===== config.mk =====
export PLATFORM = sky130hd
export DESIGN_NAME = gamepad_poll_translate_core
export DESIGN_NICKNAME = d
export VERILOG_FILES = /design/src/rtl/core/gpt_pkg.sv /design/src/rtl/core/gamepad_poll_translate_core.sv
export VERILOG_INCLUDE_DIRS = /design/src /design/src/rtl/core
export SDC_FILE = /design/constraint.sdc
export NUM_CORES = 1
export LEC_CHECK = 0
export ABC_AREA = 1
export ABC_CLOCK_PERIOD_IN_PS = 5450
export BUFFER_PORTS_ARGS = -buffer_cell sky130_fd_sc_hd__buf_2
export CAP_MARGIN = 0
export CORE_MARGIN = 1
export CORE_UTILIZATION = 25
export DETAILED_ROUTE_END_ITERATION = 8
export GPL_TIMING_DRIVEN = 0
export PLACE_DENSITY = 0.52
export SLEW_MARGIN = 20
export SYNTH_ARGS = -nofsm -noshare
export SYNTH_HDL_FRONTEND = slang
export SYNTH_SLANG_ARGS = --single-unit

===== constraint.sdc =====
create_clock -name clk_i -period 5.45 [get_ports clk_i]
set_clock_uncertainty 0.15 [all_clocks]
set_input_delay 1.3625 -clock clk_i [delete_from_list [all_inputs] [get_ports clk_i]]
set_output_delay 1.3625 -clock clk_i [all_outputs]
set_load 0.005 [all_outputs]

===== src/rtl/core/gamepad_poll_translate_core_macros.svh =====
// Assertion macros for the gamepad poll translate core.
// Included by the top level; uses no other file.
`ifndef GAMEPAD_POLL_TRANSLATE_CORE_MACROS_SVH
`define GAMEPAD_POLL_TRANSLATE_CORE_MACROS_SVH

// Check a property on a given clock, off while the given reset is low
`define GPT_ASSERT_CLK(lbl, clk, rst_n, prop, msg) \
  lbl: assert property (@(posedge clk) disable iff (!rst_n) (prop)) else $error(msg);

// Check a property on the core clock and reset
`define GPT_ASSERT(lbl, prop, msg) `GPT_ASSERT_CLK(lbl, clk_i, rst_ni, prop, msg)

`endif


===== src/rtl/core/gpt_pkg.sv =====
// Package for the gamepad poll translate core: frame constants, byte codes
// and the result word type. Depends on nothing.
package gpt_pkg;

  // Frame geometry
  localparam int unsigned FRAME_LEN = 9;
  localparam int unsigned POS_W     = 4;

  localparam logic [POS_W-1:0] POS_FIRST = 4'd0;
  localparam logic [POS_W-1:0] POS_MODE  = 4'd1;
  localparam logic [POS_W-1:0] POS_SMALL = 4'd2;
  localparam logic [POS_W-1:0] POS_LARGE = 4'd3;
  localparam logic [POS_W-1:0] POS_LAST  = 4'd8;

  // Command codes of the input word
  localparam logic CMD_START = 1'b0;
  localparam logic CMD_RX    = 1'b1;

  // Bytes on the wire
  localparam logic [7:0] TX_START     = 8'h01;
  localparam logic [7:0] TX_POLL      = 8'h42;
  localparam logic [7:0] TX_IDLE      = 8'h00;
  localparam logic [7:0] MODE_DIGITAL = 8'h41;
  localparam logic [7:0] MODE_ANALOG  = 8'h73;
  localparam logic [7:0] STICK_CENTER = 8'h80;
  localparam logic [7:0] STICK_FLIP   = 8'h7F;

  // One result word
  typedef struct packed {
    logic [7:0] tx_byte;
    logic       attention_hold;
    logic       frame_done;
    logic       frame_valid;
    logic [7:0] dpad_buttons;
    logic [7:0] face_buttons;
    logic [7:0] right_x;
    logic [7:0] right_y;
    logic [7:0] left_x;
    logic [7:0] left_y;
  } res_t;

endpackage


===== src/rtl/core/gamepad_poll_translate_core.sv =====
// Top level of the gamepad poll translate core: frame sequencer, report
// translation and a two-word output buffer. Depends on gpt_pkg and the macros header.

// Each accepted input word yields exactly one result word. A word is taken on
// every cycle that in_stall_o is low: all of its work is done in the cycle it
// is accepted and the result is registered. The output side holds two words (an
// output register and a skid register); in_stall_o rises only when both are
// full, so a single stalled result never stops the input. Sustained rate is one
// word per cycle while the output is drained.
module gamepad_poll_translate_core (
  input  logic              clk_i,
  input  logic              rst_ni,
  input  logic              in_valid_i,
  output logic              in_stall_o,
  input  logic              command_i,
  input  logic [7:0]        rx_byte_i,
  input  logic [7:0]        rumble_small_i,
  input  logic [7:0]        rumble_large_i,
  output logic              out_valid_o,
  input  logic              out_stall_i,
  output logic [7:0]        tx_byte_o,
  output logic              attention_hold_o,
  output logic              frame_done_o,
  output logic              frame_valid_o,
  output logic [7:0]        dpad_buttons_o,
  output logic [7:0]        face_buttons_o,
  output logic signed [7:0] right_x_o,
  output logic signed [7:0] right_y_o,
  output logic signed [7:0] left_x_o,
  output logic signed [7:0] left_y_o
);

  `include "gamepad_poll_translate_core_macros.svh"

  // Frame state
  logic [gpt_pkg::POS_W-1:0] pos_q, pos_d;
  logic                      active_q, active_d;
  logic [7:0]                rumble_small_q, rumble_small_d;
  logic [7:0]                rumble_large_q, rumble_large_d;
  logic [7:0]                frame_bytes_q [gpt_pkg::FRAME_LEN];
  logic [7:0]                frame_bytes_d [gpt_pkg::FRAME_LEN];

  // Output buffer
  logic              out_vld_q, out_vld_d;
  logic              skid_vld_q, skid_vld_d;
  gpt_pkg::res_t     out_res_q, out_res_d;
  gpt_pkg::res_t     skid_res_q, skid_res_d;
  gpt_pkg::res_t     res;

  logic in_accept;
  logic out_take;
  logic is_analog;
  logic [7:0] b3_n, b4_n;

  assign in_stall_o = skid_vld_q;
  assign in_accept  = in_valid_i && !skid_vld_q;
  assign out_take   = out_vld_q && !out_stall_i;

  assign is_analog = (frame_bytes_q[gpt_pkg::POS_MODE] == gpt_pkg::MODE_ANALOG);
  assign b3_n      = ~frame_bytes_q[3];
  assign b4_n      = ~frame_bytes_q[4];

  // Sequence the frame and build the result word for the incoming word
  always_comb begin
    pos_d          = pos_q;
    active_d       = active_q;
    rumble_small_d = rumble_small_q;
    rumble_large_d = rumble_large_q;
    frame_bytes_d  = frame_bytes_q;
    res            = '0;

    if (in_accept) begin
      if (command_i == gpt_pkg::CMD_START) begin
        rumble_small_d     = rumble_small_i;
        rumble_large_d     = rumble_large_i;
        for (int i = 0; i < gpt_pkg::FRAME_LEN; i++) begin
          frame_bytes_d[i] = '0;
        end
        pos_d              = gpt_pkg::POS_FIRST;
        active_d           = 1'b1;
        res.tx_byte        = gpt_pkg::TX_START;
        res.attention_hold = 1'b1;
      end else if (active_q) begin
        if (pos_q > gpt_pkg::POS_LAST) begin
          // Out-of-range position: end the frame invalid
          active_d       = 1'b0;
          pos_d          = gpt_pkg::POS_FIRST;
          res.frame_done = 1'b1;
        end else begin
          frame_bytes_d[pos_q] = rx_byte_i;
          if (pos_q == gpt_pkg::POS_MODE && rx_byte_i != gpt_pkg::MODE_DIGITAL &&
              rx_byte_i != gpt_pkg::MODE_ANALOG) begin
            // Unknown mode: drop the frame with a neutral report
            active_d       = 1'b0;
            pos_d          = gpt_pkg::POS_FIRST;
            res.frame_done = 1'b1;
          end else if (pos_q == gpt_pkg::POS_LAST) begin
            // Last byte: translate the report
            active_d         = 1'b0;
            pos_d            = gpt_pkg::POS_FIRST;
            res.frame_done   = 1'b1;
            res.frame_valid  = 1'b1;
            res.dpad_buttons = {b3_n[2], b3_n[1], b3_n[0], b3_n[3],
                                b3_n[5], b3_n[7], b3_n[6], b3_n[4]};
            res.face_buttons = {b4_n[3], b4_n[2], b4_n[1], b4_n[0],
                                b4_n[4], b4_n[7], b4_n[5], b4_n[6]};
            if (is_analog) begin
              res.right_x = frame_bytes_q[5] ^ gpt_pkg::STICK_CENTER;
              res.right_y = frame_bytes_q[6] ^ gpt_pkg::STICK_FLIP;
              res.left_x  = frame_bytes_q[7] ^ gpt_pkg::STICK_CENTER;
              res.left_y  = rx_byte_i ^ gpt_pkg::STICK_FLIP;
            end
          end else begin
            // Mid-frame: pick the next byte to shift out
            case (pos_q)
              gpt_pkg::POS_FIRST: res.tx_byte = gpt_pkg::TX_POLL;
              gpt_pkg::POS_SMALL: res.tx_byte = is_analog ? rumble_small_q : gpt_pkg::TX_IDLE;
              gpt_pkg::POS_LARGE: res.tx_byte = is_analog ? rumble_large_q : gpt_pkg::TX_IDLE;
              default:            res.tx_byte = gpt_pkg::TX_IDLE;
            endcase
            res.attention_hold = 1'b1;
            pos_d              = pos_q + 1'b1;
          end
        end
      end
    end
  end

  // Steer results into the output register or the skid register
  always_comb begin
    out_vld_d  = out_vld_q;
    skid_vld_d = skid_vld_q;
    out_res_d  = out_res_q;
    skid_res_d = skid_res_q;
    if (!out_vld_q || out_take) begin
      if (skid_vld_q) begin
        out_res_d  = skid_res_q;
        out_vld_d  = 1'b1;
        skid_vld_d = 1'b0;
      end else begin
        out_res_d  = res;
        out_vld_d  = in_accept;
      end
    end else if (in_accept) begin
      skid_res_d = res;
      skid_vld_d = 1'b1;
    end
  end

  // Control and frame state registers
  always_ff @(posedge clk_i or negedge rst_ni) begin
    if (!rst_ni) begin
      pos_q          <= gpt_pkg::POS_FIRST;
      active_q       <= 1'b0;
      rumble_small_q <= '0;
      rumble_large_q <= '0;
      for (int i = 0; i < gpt_pkg::FRAME_LEN; i++) begin
        frame_bytes_q[i] <= '0;
      end
      out_vld_q      <= 1'b0;
      skid_vld_q     <= 1'b0;
    end else begin
      pos_q          <= pos_d;
      active_q       <= active_d;
      rumble_small_q <= rumble_small_d;
      rumble_large_q <= rumble_large_d;
      frame_bytes_q  <= frame_bytes_d;
      out_vld_q      <= out_vld_d;
      skid_vld_q     <= skid_vld_d;
    end
  end

  // Result payload registers
  always_ff @(posedge clk_i) begin
    out_res_q  <= out_res_d;
    skid_res_q <= skid_res_d;
  end

  // Drive the output word
  assign out_valid_o      = out_vld_q;
  assign tx_byte_o        = out_res_q.tx_byte;
  assign attention_hold_o = out_res_q.attention_hold;
  assign frame_done_o     = out_res_q.frame_done;
  assign frame_valid_o    = out_res_q.frame_valid;
  assign dpad_buttons_o   = out_res_q.dpad_buttons;
  assign face_buttons_o   = out_res_q.face_buttons;
  assign right_x_o        = $signed(out_res_q.right_x);
  assign right_y_o        = $signed(out_res_q.right_y);
  assign left_x_o         = $signed(out_res_q.left_x);
  assign left_y_o         = $signed(out_res_q.left_y);

  // Assertions
  logic start_take;
  logic frame_open;
  logic out_done;

  assign start_take = in_accept && (command_i == gpt_pkg::CMD_START);
  assign frame_open = active_q && (pos_q == gpt_pkg::POS_FIRST);
  assign out_done   = out_vld_q && out_res_q.frame_done;

  `GPT_ASSERT(a_skid_needs_out, skid_vld_q |-> out_vld_q, "skid word without output word")
  `GPT_ASSERT(a_idle_pos_zero, !active_q |-> (pos_q == gpt_pkg::POS_FIRST), "stray position")
  `GPT_ASSERT(a_pos_range, pos_q <= gpt_pkg::POS_LAST, "frame position out of range")
  `GPT_ASSERT(a_done_releases, out_done |-> !out_res_q.attention_hold, "attention held at end")
  `GPT_ASSERT(a_start_opens, start_take |=> frame_open, "start did not open a frame")

endmodule


==> metrics.md, run 1 <==
| Metric | Value |
|---|---|
| CTS Buffer Depth | 2 |
| Unique masters post-synth | 27 |
| Wirelength per Cell | 15.05 um |
| Synth Area in Adders | 0.6565% |
| HPWL after detailed placement | 12.49 mm |
| R2R setup slack | 3.08 ns |
| Detailed Route WL | 17.90 mm |
| Reg2reg path depth | 7 |
| Die Y-Extent | 176.6 um |
| Worst R2R End | left_x_o[0] |
| Postcts setup bufs | 0 |
| Reg area | 5320 sq um |
| Most common cell after layout, fill and taps aside | nand2_1 |
| Multiplexer share of the synthesized area | 2.363% |
| Largest family of logic cells by synthesized area | simple AND/OR/NAND/NOR gates |
| Cell accounting for the most synthesized area | edfxtp_1 |
| Compound-gate portion of the synthesized area | 7.812% |
| Max cap viols | 0 |
| Final period util | 51.43% |
| Yosys warning count | 0 |
| Post-Synth Simple-Gate Area | 15.35% |
| Cts bufs inserted | 17 |
| Cell area after layout | 9240 sq um |
| RSZ-0062 raised after global routing | no |
| Nets | 819 |
| Pwr per Cell Area | 353.6 nW/um^2 |
| WP data arrival | 2.88 ns |
| Post-DRT Antenna Nets | 0 |
| Reg2Reg Launch Point | in_stall_o |
| Fin crit period | 2.803 ns |
| Vias/cell | 4.269 |
| Fin. Hold Viols | 0 |
| XOR/XNOR Fraction of Synth Area | 0% |
| Final setup vio count | 0 |
| Cells after Synth | 674 |
| Required @ worst endpoint | 5.53 ns |
| CTS HTree Levels | 4 |
| # rows | 63 |
| Overall via count from detail_route | 5080 |
| Initial antenna violation count | 1 |
| Status | finished clean |
| Clk slew on worst S/H paths | 0.08 ns |
| CP Capture Type | flop |
| Highest Signal Layer | met4 |
| Die width | 176.6 um |
| Multi-input gate area | 2011 sq um |
| Synth area leaders | edfxtp_1 46%, dfrtp_1 23%, nand2_1 8.7% |
| Mean post-synth cell area | 11.31 sq um |
| Area Overhead vs Synth | 21.20% |
| Slew margin rel. | 54.45% |
| TritonCTS clock tree | done |
| CTS Sinks | 189 |
| Met3 WL | 916 um |
| Post-CTS Resized | 0 |
| Root Buffer Master | clkbuf_16 |
| Total track usage | 11.93% |
| Min-Delay Path Class | flop to flop |
| CTS Hold Bufs | 0 |
| Post-DP Area | 8662 sq um |
| PnR Total Power | 3.267 mW |
| 1st-pass router iterations | 5 |
| Most frequent cells in the layout | 175 x nand2_1, 118 x edfxtp_1, 104 x o21ai_0, 93 x buf_2, 71 x dfrtp_1 |
| Max Slew Vio Count | 0 |
| DR iter-0 viols | 371 |
| Leak Pwr | 3.781 nW |
| Clk_lat worst skew | 0.44 ns |
| Fill cells | 3099 |
| Post-Syn Nets | 707 |
| Residual DRC | 0 |
| Worst slew pin tran | 0.6787 ns |
| Crit path from | in_valid_i |
| Cell Area, Synth | 7624 sq um |
| CP Class | input pin to flop |
| Initial Util | 25.59% |
| Die area | 31200 sq um |
| RePlAce Congestion | 0.8297 |
| First-pass GRT wire length | 27.86 mm |
| Largest net degree at the start of global routing | 55 |
| Hold slack | 0.3352 ns |
| Remaining Overflow, GRT | 0 |
| Port Buffers | 89 |
| Layout cells sized above 1 | 21.78% |
| Post-synth top area share | 46.48% |
| Met2 WL post-DR | 8.444 mm |
| CP max FO | 10 |
| Peak Freq | 356.8 MHz |
| Worst Setup EP | left_x_o[0] |
| Core outline area | 29800 sq um |
| Startpoint types | input pin |
| Met1 WL | 8.325 mm |
| Synthesized flop and latch total | 189 |
| Seq/Total Area, Yosys | 69.78% |
| Ports | 90 |
| Vias in the first global route | 4914 |
| Peak VDD IR | 0.0001350 V |
[per-stage QoR]
stage / TNS, ns / setup slack, ns / cells / util (%)
after detailed placement: 0 / 2.205 / 1157 / 29.07
after CTS: 0 / 2.675 / 1189 / 31.00
after floorplan: 0 / 0.1507 / 674 / -
after global routing: 0 / 2.492 / 1189 / 31.00
final: 0 / 2.647 / 1190 / 31.01
after global placement: -106.75 / -1.814 / 1153 / 28.73
[logic make-up (layout without fill, tap and decap cells)]
| family | after synthesis | count (layout) |
|---|---|---|
| buffers and inverters | 68 | 193 |
| other | 0 | 1 |
| and+or+nand+nor | 279 | 279 |
| DFF | 189 | 189 |
| muxes | 16 | 16 |
| adders and majority gates | 4 | 4 |
| AOI/OAI and AO/OA | 118 | 118 |
[state kept, by name, indices dropped and copies added, names as in the netlist]
register,count
active_q,1
attention_hold_o,1
dpad_buttons_o,8
face_buttons_o,8
frame_bytes_q,48
frame_done_o,1
frame_valid_o,1
in_stall_o,1
left_x_o,8
left_y_o,8
out_valid_o,1
pos_q,4
right_x_o,8
right_y_o,8
rumble_large_q,8
rumble_small_q,8
skid_res_q,59
tx_byte_o,8
[per-layer routing]
layer / vias up / global-route usage (%)
met3: 16 / 3.651
met2: 119 / 18.69
li1: 2499 / -
met5: - / 0
met4: 0 / 3.376
met1: 2446 / 15.85
[area by class of cell]
cell class,instances,area share [%]
multi-input cells,417,21.76
plain buffers,18,1.300
clock inverters,12,1.395
diodes,1,0.02708
repair buffers,93,5.796
clock buffers,20,4.834
inverters,50,2.031
flip-flops and latches,189,57.58
well taps,390,5.281
[cells in the mapped netlist (all sizes together)]
| master | instances |
|---|---|
| o21ai | 113 |
| edfxtp | 118 |
| a21oi | 2 |
| nand2 | 181 |
| inv | 50 |
| buf | 11 |
| dfrtp | 71 |
| or2 | 1 |
| nor3 | 2 |
| mux2 | 16 |
| nand3 | 12 |
| nand4 | 5 |
| nor3b | 5 |
| o22ai | 2 |
| nor2 | 73 |
| clkbuf | 7 |
| a21boi | 1 |
| ha | 4 |
[power breakdown]
group / switching (mW) / internal, mW
Sequential: 0.0421 / 1.63
Combinational: 0.235 / 0.122
Clock: 0.583 / 0.656
Total: 0.860 / 2.41
[worst max-delay path: stages]
cell,delay [ns]
buf_2,0.13
nand2_2,0.15
nor3_4,0.34
nand3_1,0.31
buf_2,0.28
o21ai_0,0.30
[worst min-delay path by stage]
stage / slack, ns / to / start / depth (start not counted)
after floorplan: 0.30 / frame_bytes_q[60] / frame_bytes_q[60] / 2
after global placement: 0.31 / frame_bytes_q[60] / frame_bytes_q[60] / 2
after detailed placement: 0.32 / frame_bytes_q[61] / frame_bytes_q[61] / 2
after CTS: 0.34 / frame_bytes_q[61] / frame_bytes_q[61] / 2
after global routing: 0.36 / frame_bytes_q[23] / frame_bytes_q[23] / 2
final: 0.34 / frame_bytes_q[29] / frame_bytes_q[29] / 2
Note: power is estimated with default switching activity, not from simulation.
==> run 2: changes to the inputs <==
--- a/config.mk
+++ b/config.mk
@@ -7,7 +7,7 @@
 export NUM_CORES = 1
 export LEC_CHECK = 0
 export ABC_AREA = 1
-export ABC_CLOCK_PERIOD_IN_PS = 5450
+export ABC_CLOCK_PERIOD_IN_PS = 2800
 export BUFFER_PORTS_ARGS = -buffer_cell sky130_fd_sc_hd__buf_2
 export CAP_MARGIN = 0
 export CORE_MARGIN = 1
==> constraint.sdc (replaced) <==
create_clock -name clk_i -period 2.8 [get_ports clk_i]
set_clock_uncertainty 0.15 [all_clocks]
set_input_delay 0.7 -clock clk_i [delete_from_list [all_inputs] [get_ports clk_i]]
set_output_delay 0.7 -clock clk_i [all_outputs]
set_load 0.005 [all_outputs]
==> run 2 against run 1 <==
Wire length shrank 2.5%. Via count is 0.93% lower. Non-clock buffer count is the same. Die area unchanged. Largest power group unchanged.
==> metrics.md, run 2 (synthesis results as in run 1) <==
| Metric | Value |
|---|---|
| Residual DRC | 0 (unchanged) |
| # rows | 63 (unchanged) |
| TNS Setup | 0 ns (unchanged) |
| Largest net degree at the start of global routing | 63 (+15%) |
| Reg2reg path depth | 7 (unchanged) |
| Sequential share of power | 50.4% (-0.7 points) |
| Final setup vio count | 0 (unchanged) |
| Max FFs per register | 59 (unchanged) |
| Diode count | 0 (-1) |
| Status | finished clean |
| Internal power | 4.777 mW (+98%) |
| Required @ worst endpoint | 2.87 ns (-2.66 ns) |
| Min-delay src | frame_bytes_q[62] |
| Reg2Reg Launch Point | in_stall_o |
| Root Buffer Master | clkbuf_16 |
| TritonCTS clock tree | done |
| Post-DP Area | 8650 sq um (-0.14%) |
| Worst slew pin tran | 0.8659 ns (+0.1871 ns) |
| Cts bufs inserted | 17 (unchanged) |
| Wirelength per Cell | 14.69 um (-2.4%) |
| Largest regs | skid_res_q (59), frame_bytes_q (48) |
| Vias in the first global route | 4827 (-1.8%) |
| Remaining Overflow, GRT | 0 (unchanged) |
| Total track usage | 11.62% (-0.31 points) |
| Met1 WL | 7.833 mm (-5.9%) |
| Pwr per Cell Area | 694.9 nW/um^2 (+97%) |
| Layout cells sized above 1 | 21.90% (+0.13 points) |
| Post-DRT Antenna Nets | 0 (unchanged) |
| P_sw | 1.674 mW (+95%) |
| Hold EP | frame_bytes_q[62] |
| Met3 WL | 1.075 mm (+17%) |
| Max cap viols | 0 (unchanged) |
| Max Slew Vio Count | 0 (unchanged) |
| Vias/cell | 4.233 (-0.84%) |
| Worst R2R End | left_x_o[0] |
| CTS Sinks | 189 (unchanged) |
| Die area | 31200 sq um (unchanged) |
| Die Y-Extent | 176.6 um (unchanged) |
| CTS Buffer Depth | 2 (unchanged) |
| Peak VDD IR | 0.0003162 V (+130%) |
| Startpoint types | flop |
| Leak Pwr | 3.810 nW (+0.76%) |
| Nets | 819 (unchanged) |
| DR iter-0 viols | 326 (-12%) |
| WHS Path Cells | 2 (unchanged) |
| Cell area after layout | 9283 sq um (+0.46%) |
| Highest Signal Layer | met5 |
| Fill cells | 3092 (-0.23%) |
| Core outline area | 29800 sq um (unchanged) |
| Crit path from | in_stall_o |
| CP Capture Type | flop |
| Fin crit period | 2.328 ns |
| RePlAce Congestion | 0.8149 (-1.8%) |
| Port Buffers | 89 (unchanged) |
| CP Class | flop to flop |
| RSZ-0062 raised after global routing | no |
| Switching share of power | 25.95% (-0.38 points) |
| Met2 WL post-DR | 8.413 mm (-0.37%) |
| Final period util | 83.15% |
| Largest register by flop count | skid_res_q |
| Initial antenna violation count | 2 (+1) |
| WP data arrival | 2.40 ns (-0.48 ns) |
| Die width | 176.6 um (unchanged) |
| R2R setup slack | 0.47 ns (-2.61 ns) |
| Clk slew on worst S/H paths | 0.07 ns (about the same) |
| Area Overhead vs Synth | 21.76% |
| Multi-input gate area | 2011 sq um (unchanged) |
| Reg area | 5320 sq um (unchanged) |
| Detailed Route WL | 17.46 mm (-2.5%) |
| 1st-pass router iterations | 6 (+1) |
| CTS HTree Levels | 4 (unchanged) |
| Initial Util | 25.59% (unchanged) |
| Ports | 90 (unchanged) |
| Most common cell after layout, fill and taps aside | nand2_1 |
| Most frequent cells in the layout | 175 x nand2_1, 118 x edfxtp_1, 104 x o21ai_0, 93 x buf_2, 71 x dfrtp_1 |
| Clk_lat worst skew | 0.43 ns (about the same) |
| Min-Delay Path Class | flop to flop |
| Fin. Hold Viols | 0 (unchanged) |
| Overall via count from detail_route | 5033 (-0.93%) |
| HPWL after detailed placement | 12.26 mm (-1.8%) |
| Gate power share | 10.6% (-0.3 points) |
| First-pass GRT wire length | 27.21 mm (-2.3%) |
| Share of total power in the clock network | 38.9% (+1.0 points) |
| CP max FO | 10 (unchanged) |
| Slew margin rel. | 42.28% (-12 points) |
| Peak Freq | 429.5 MHz |
run 2: changes by cell type in the layout (fill, tap and decap cells not counted), moves of 2 or more:
cell / delta
clkbuf_1: -2
inv_8: +2
clkinv_4: +2
clkinvlp_4: -2
buf_12: -2
inv_6: -3
run 2: layout make-up:
cell class | count | share of cell area [%]
plain buffers | 18 | 1.294
clock buffers | 20 | 5.149
clock inverters | 12 | 1.564
inverters | 50 | 2.022
multi-input cells | 417 | 21.66
flip-flops and latches | 189 | 57.31
well taps | 390 | 5.257
repair buffers | 93 | 5.742
run 2: worst max-delay path: stages, from the launching register on:
cell     delay (ns)
dfrtp_1        0.40
buf_6          0.15
inv_2          0.05
nand2_2        0.12
nor3_4         0.34
nand3_1        0.33
buf_2          0.29
o21ai_0        0.30
run 2: worst max-delay path by stage:
stage                                   end  depth (start not counted)
after floorplan               skid_res_q[0]                          2
after global placement       skid_res_q[26]                          3
after detailed placement     skid_res_q[26]                          4
after CTS                       left_x_o[0]                          7
after global routing      frame_bytes_q[43]                          8
final                           left_x_o[0]                          7
run 2: power by group through the flow:
stage | sequential (mW) | clock [mW] | combinational [mW]
after floorplan | 3.30 | 0 | 0.401
after global placement | 3.31 | 0 | 0.681
after detailed placement | 3.32 | 0 | 0.700
after CTS | 3.26 | 2.58 | 0.704
after global routing | 3.27 | 2.68 | 0.782
final | 3.25 | 2.51 | 0.686
run 2: what timing repair did:
item                                    in CTS  in global routing
hold endpoints to repair                    17                  0
buffers inserted                             0                  0
resized for setup                            0                  0
hold buffers                                 1                  0
endpoints found under the setup margin       0                  0
run 2: stage by stage:
stage / setup slack [ns] / cells / utilization [%] / hold slack [ns] / power [mW]
2_1_floorplan: 0.2041 / 674 / - / 0.2544 / 3.705
3_3_place_gp: -0.6377 / 1153 / 28.77 / 0.3153 / 3.995
3_5_place_dp: 0.1270 / 1156 / 29.03 / 0.3246 / 4.016
4_1_cts: 0.4685 / 1189 / 31.15 / 0.3220 / 6.536
5_1_grt: 0.2619 / 1189 / 31.15 / 0.3350 / 6.735
6_report: 0.4717 / 1189 / 31.15 / 0.3359 / 6.451
run 2: layer usage:
layer,vias up,track usage [%]
met5,-,0
met4,4,2.945
met3,14,3.522
met2,118,18.71
met1,2394,15.17
li1,2503,-
==> run 3: changes to the inputs <==
--- a/config.mk
+++ b/config.mk
@@ -7,7 +7,7 @@
 export NUM_CORES = 1
 export LEC_CHECK = 0
 export ABC_AREA = 1
-export ABC_CLOCK_PERIOD_IN_PS = 2800
+export ABC_CLOCK_PERIOD_IN_PS = 2350
 export BUFFER_PORTS_ARGS = -buffer_cell sky130_fd_sc_hd__buf_2
 export CAP_MARGIN = 0
 export CORE_MARGIN = 1
==> constraint.sdc (replaced) <==
create_clock -name clk_i -period 2.35 [get_ports clk_i]
set_clock_uncertainty 0.15 [all_clocks]
set_input_delay 0.5875 -clock clk_i [delete_from_list [all_inputs] [get_ports clk_i]]
set_output_delay 0.5875 -clock clk_i [all_outputs]
set_load 0.005 [all_outputs]
==> run 3 against run 2 <==
Setup slack worse by 0.38 ns. Maximum frequency up 3.1%. Sequential cell count stayed put. Combinational power grew 22%. Critical endpoint is now frame_bytes_q[37]. Largest power group unchanged.
==> metrics.md, run 3 (synthesis results as in run 1) <==
| Metric | Value |
|---|---|
| Core outline area | 29800 sq um (unchanged) |
| Peak Freq | 442.7 MHz (+3.1%) |
| Place WS | -0.05949 ns (-0.1865 ns) |
| Overall via count from detail_route | 5008 (-0.50%) |
| Worst Setup EP | frame_bytes_q[37] |
| Leak Pwr | 3.802 nW (-0.21%) |
| Internal power | 5.653 mW (+18%) |
| 1st-pass router iterations | 5 (-1) |
| RePlAce Congestion | 0.8560 (+5.0%) |
| Status | finished clean |
| Most frequent cells in the layout | 169 x nand2_1, 118 x edfxtp_1, 104 x o21ai_0, 93 x buf_2, 71 x dfrtp_1 |
| Port Buffers | 89 (unchanged) |
| DR iter-0 viols | 351 (+7.7%) |
| Initial Util | 25.59% (unchanged) |
| TritonCTS clock tree | done |
| Vias/cell | 4.208 (-0.58%) |
| Clk slew on worst S/H paths | 0.07 ns (about the same) |
| Ports | 90 (unchanged) |
| Multi-input gate area | 2057 sq um (+2.3%) |
| # rows | 63 (unchanged) |
| Fin crit period | 2.259 ns (-0.06961 ns) |
| Crit path from | pos_q[0] |
| P_sw | 1.964 mW (+17%) |
| Nets | 819 (unchanged) |
| First-pass GRT wire length | 27.24 mm (+0.13%) |
| Fin. Hold Viols | 0 (unchanged) |
| Peak VDD IR | 0.0003452 V (+9.2%) |
| CTS Buffer Depth | 2 (unchanged) |
| Reg2reg path depth | 9 (+2) |
| Required @ worst endpoint | 2.55 ns (-0.32 ns) |
| Share of total power in the clock network | 38.1% (-0.8 points) |
| Vias in the first global route | 4863 (+0.75%) |
| Max FFs per register | 59 (unchanged) |
| Wirelength per Cell | 14.63 um (-0.42%) |
| Layout cells sized above 1 | 22.78% (+0.88 points) |
| Final period util | 96.12% (+13 points) |
| Reg2Reg Launch Point | pos_q[0] |
| Root Buffer Master | clkbuf_16 |
| Min-Delay Path Class | input pin to flop |
| RSZ-0062 raised after global routing | yes |
| CP Capture Type | flop |
| Die area | 31200 sq um (unchanged) |
| Worst R2R End | frame_bytes_q[37] |
| CTS HTree Levels | 4 (unchanged) |
| Gate power share | 11.0% (+0.4 points) |
| Largest register by flop count | skid_res_q |
| Slew margin rel. | 61.43% (+19 points) |
| Pwr per Cell Area | 818.7 nW/um^2 (+18%) |
| Sequential share of power | 50.8% (+0.4 points) |
| Most common cell after layout, fill and taps aside | nand2_1 |
| Largest regs | skid_res_q (59), frame_bytes_q (48) |
| Max cap viols | 0 (unchanged) |
| Postcts setup bufs | 0 (unchanged) |
| Post-DRT Antenna Nets | 0 (unchanged) |
| Initial antenna violation count | 1 (-1) |
| TNS Setup | 0 ns (unchanged) |
| HPWL after detailed placement | 12.16 mm (-0.80%) |
| Reg area | 5320 sq um (unchanged) |
| PnR Total Power | 7.616 mW (+18%) |
| Detailed Route WL | 17.40 mm (-0.34%) |
| WP data arrival | 2.46 ns (+0.06 ns) |
| Largest net degree at the start of global routing | 63 (unchanged) |
| Area Overhead vs Synth | 22.03% |
| Worst slew pin tran | 0.5748 ns (-0.2911 ns) |
| Final setup vio count | 0 (unchanged) |
| Switching share of power | 25.78% (-0.17 points) |
| Cts bufs inserted | 17 (unchanged) |
| Total track usage | 11.58% (-0.045 points) |
| Residual DRC | 0 (unchanged) |
| Fill cells | 3059 (-1.1%) |
| CTS Sinks | 189 (unchanged) |
| Remaining Overflow, GRT | 0 (unchanged) |
| Setup ws final | 0.09128 ns (-0.3804 ns) |
| Die width | 176.6 um (unchanged) |
| CP Class | flop to flop |
| Die Y-Extent | 176.6 um (unchanged) |
| R2R setup slack | 0.09 ns (-0.38 ns) |
| Max Slew Vio Count | 0 (unchanged) |
| CP max FO | 8 (-2) |
| Clk_lat worst skew | 0.43 ns (about the same) |
| Startpoint types | flop |
[run 3: final cells by class]
class / instances / share of cell area, %
Multi-Input combinational cell: 417 / 22.11
Timing Repair Buffer: 93 / 5.730
Tap cell: 390 / 5.245
Clock buffer: 21 / 5.071
Inverter: 50 / 2.017
Sequential cell: 189 / 57.19
Antenna cell: 1 / 0.02690
Clock inverter: 11 / 1.318
Buffer: 18 / 1.291
[run 3: power by group through the flow]
stage	logic [mW]	clock network, mW	registers, mW
after floorplan	0.479	0	3.94
after global placement	0.817	0	3.94
after detailed placement	0.844	0	3.94
after CTS	0.848	2.98	3.88
after global routing	0.952	3.13	3.90
final	0.840	2.91	3.87
[run 3: worst min path at each step]
stage	from	end	slack (ns)	cells after the start
6_report	rumble_large_i[2]	rumble_large_q[2]	0.23	2
5_1_grt	rumble_large_i[7]	rumble_large_q[7]	0.22	2
4_1_cts	rumble_large_i[2]	rumble_large_q[2]	0.22	2
3_5_place_dp	frame_bytes_q[23]	frame_bytes_q[23]	0.32	2
3_3_place_gp	frame_bytes_q[60]	frame_bytes_q[60]	0.32	2
2_1_floorplan	rst_ni	active_q	0.14	0
[run 3: critical path, cell delays in order (launching register included)]
cell,delay (ns)
dfrtp_1,0.40
inv_1,0.10
ha_1,0.24
nand3_1,0.20
nand2_1,0.11
nand2_1,0.14
nand2_1,0.23
o21ai_1,0.40
nand2_1,0.11
o21ai_0,0.11
[run 3: routing by layer]
| metal | routed length, um | global-route usage, % |
|---|---|---|
| met2 | 8632 | 19.05 |
| met1 | 7901 | 14.99 |
| met4 | 95 | 3.125 |
| met5 | 0 | 0 |
| met3 | 775 | 3.028 |
[run 3: per-stage QoR]
step           std cells  utilization (%)  instance area (sq um)  hold WS, ns
2_1_floorplan        674                -                   7647       0.1419
3_3_place_gp        1153            28.80                   8581       0.3162
3_5_place_dp        1156            29.06                   8658       0.3247
4_1_cts             1189            31.09                   9263       0.2176
5_1_grt             1189            31.21                   9300       0.2213
6_report            1190            31.22                   9303       0.2324
[run 3: timing repair]
| action | 4_1_cts | 5_1_grt |
|---|---|---|
| endpoints found under the setup margin | 0 | 51 |
| hold buffers | 1 | 0 |
| gates resized for setup | 0 | 11 |
| endpoints found under the hold margin | 16 | 0 |
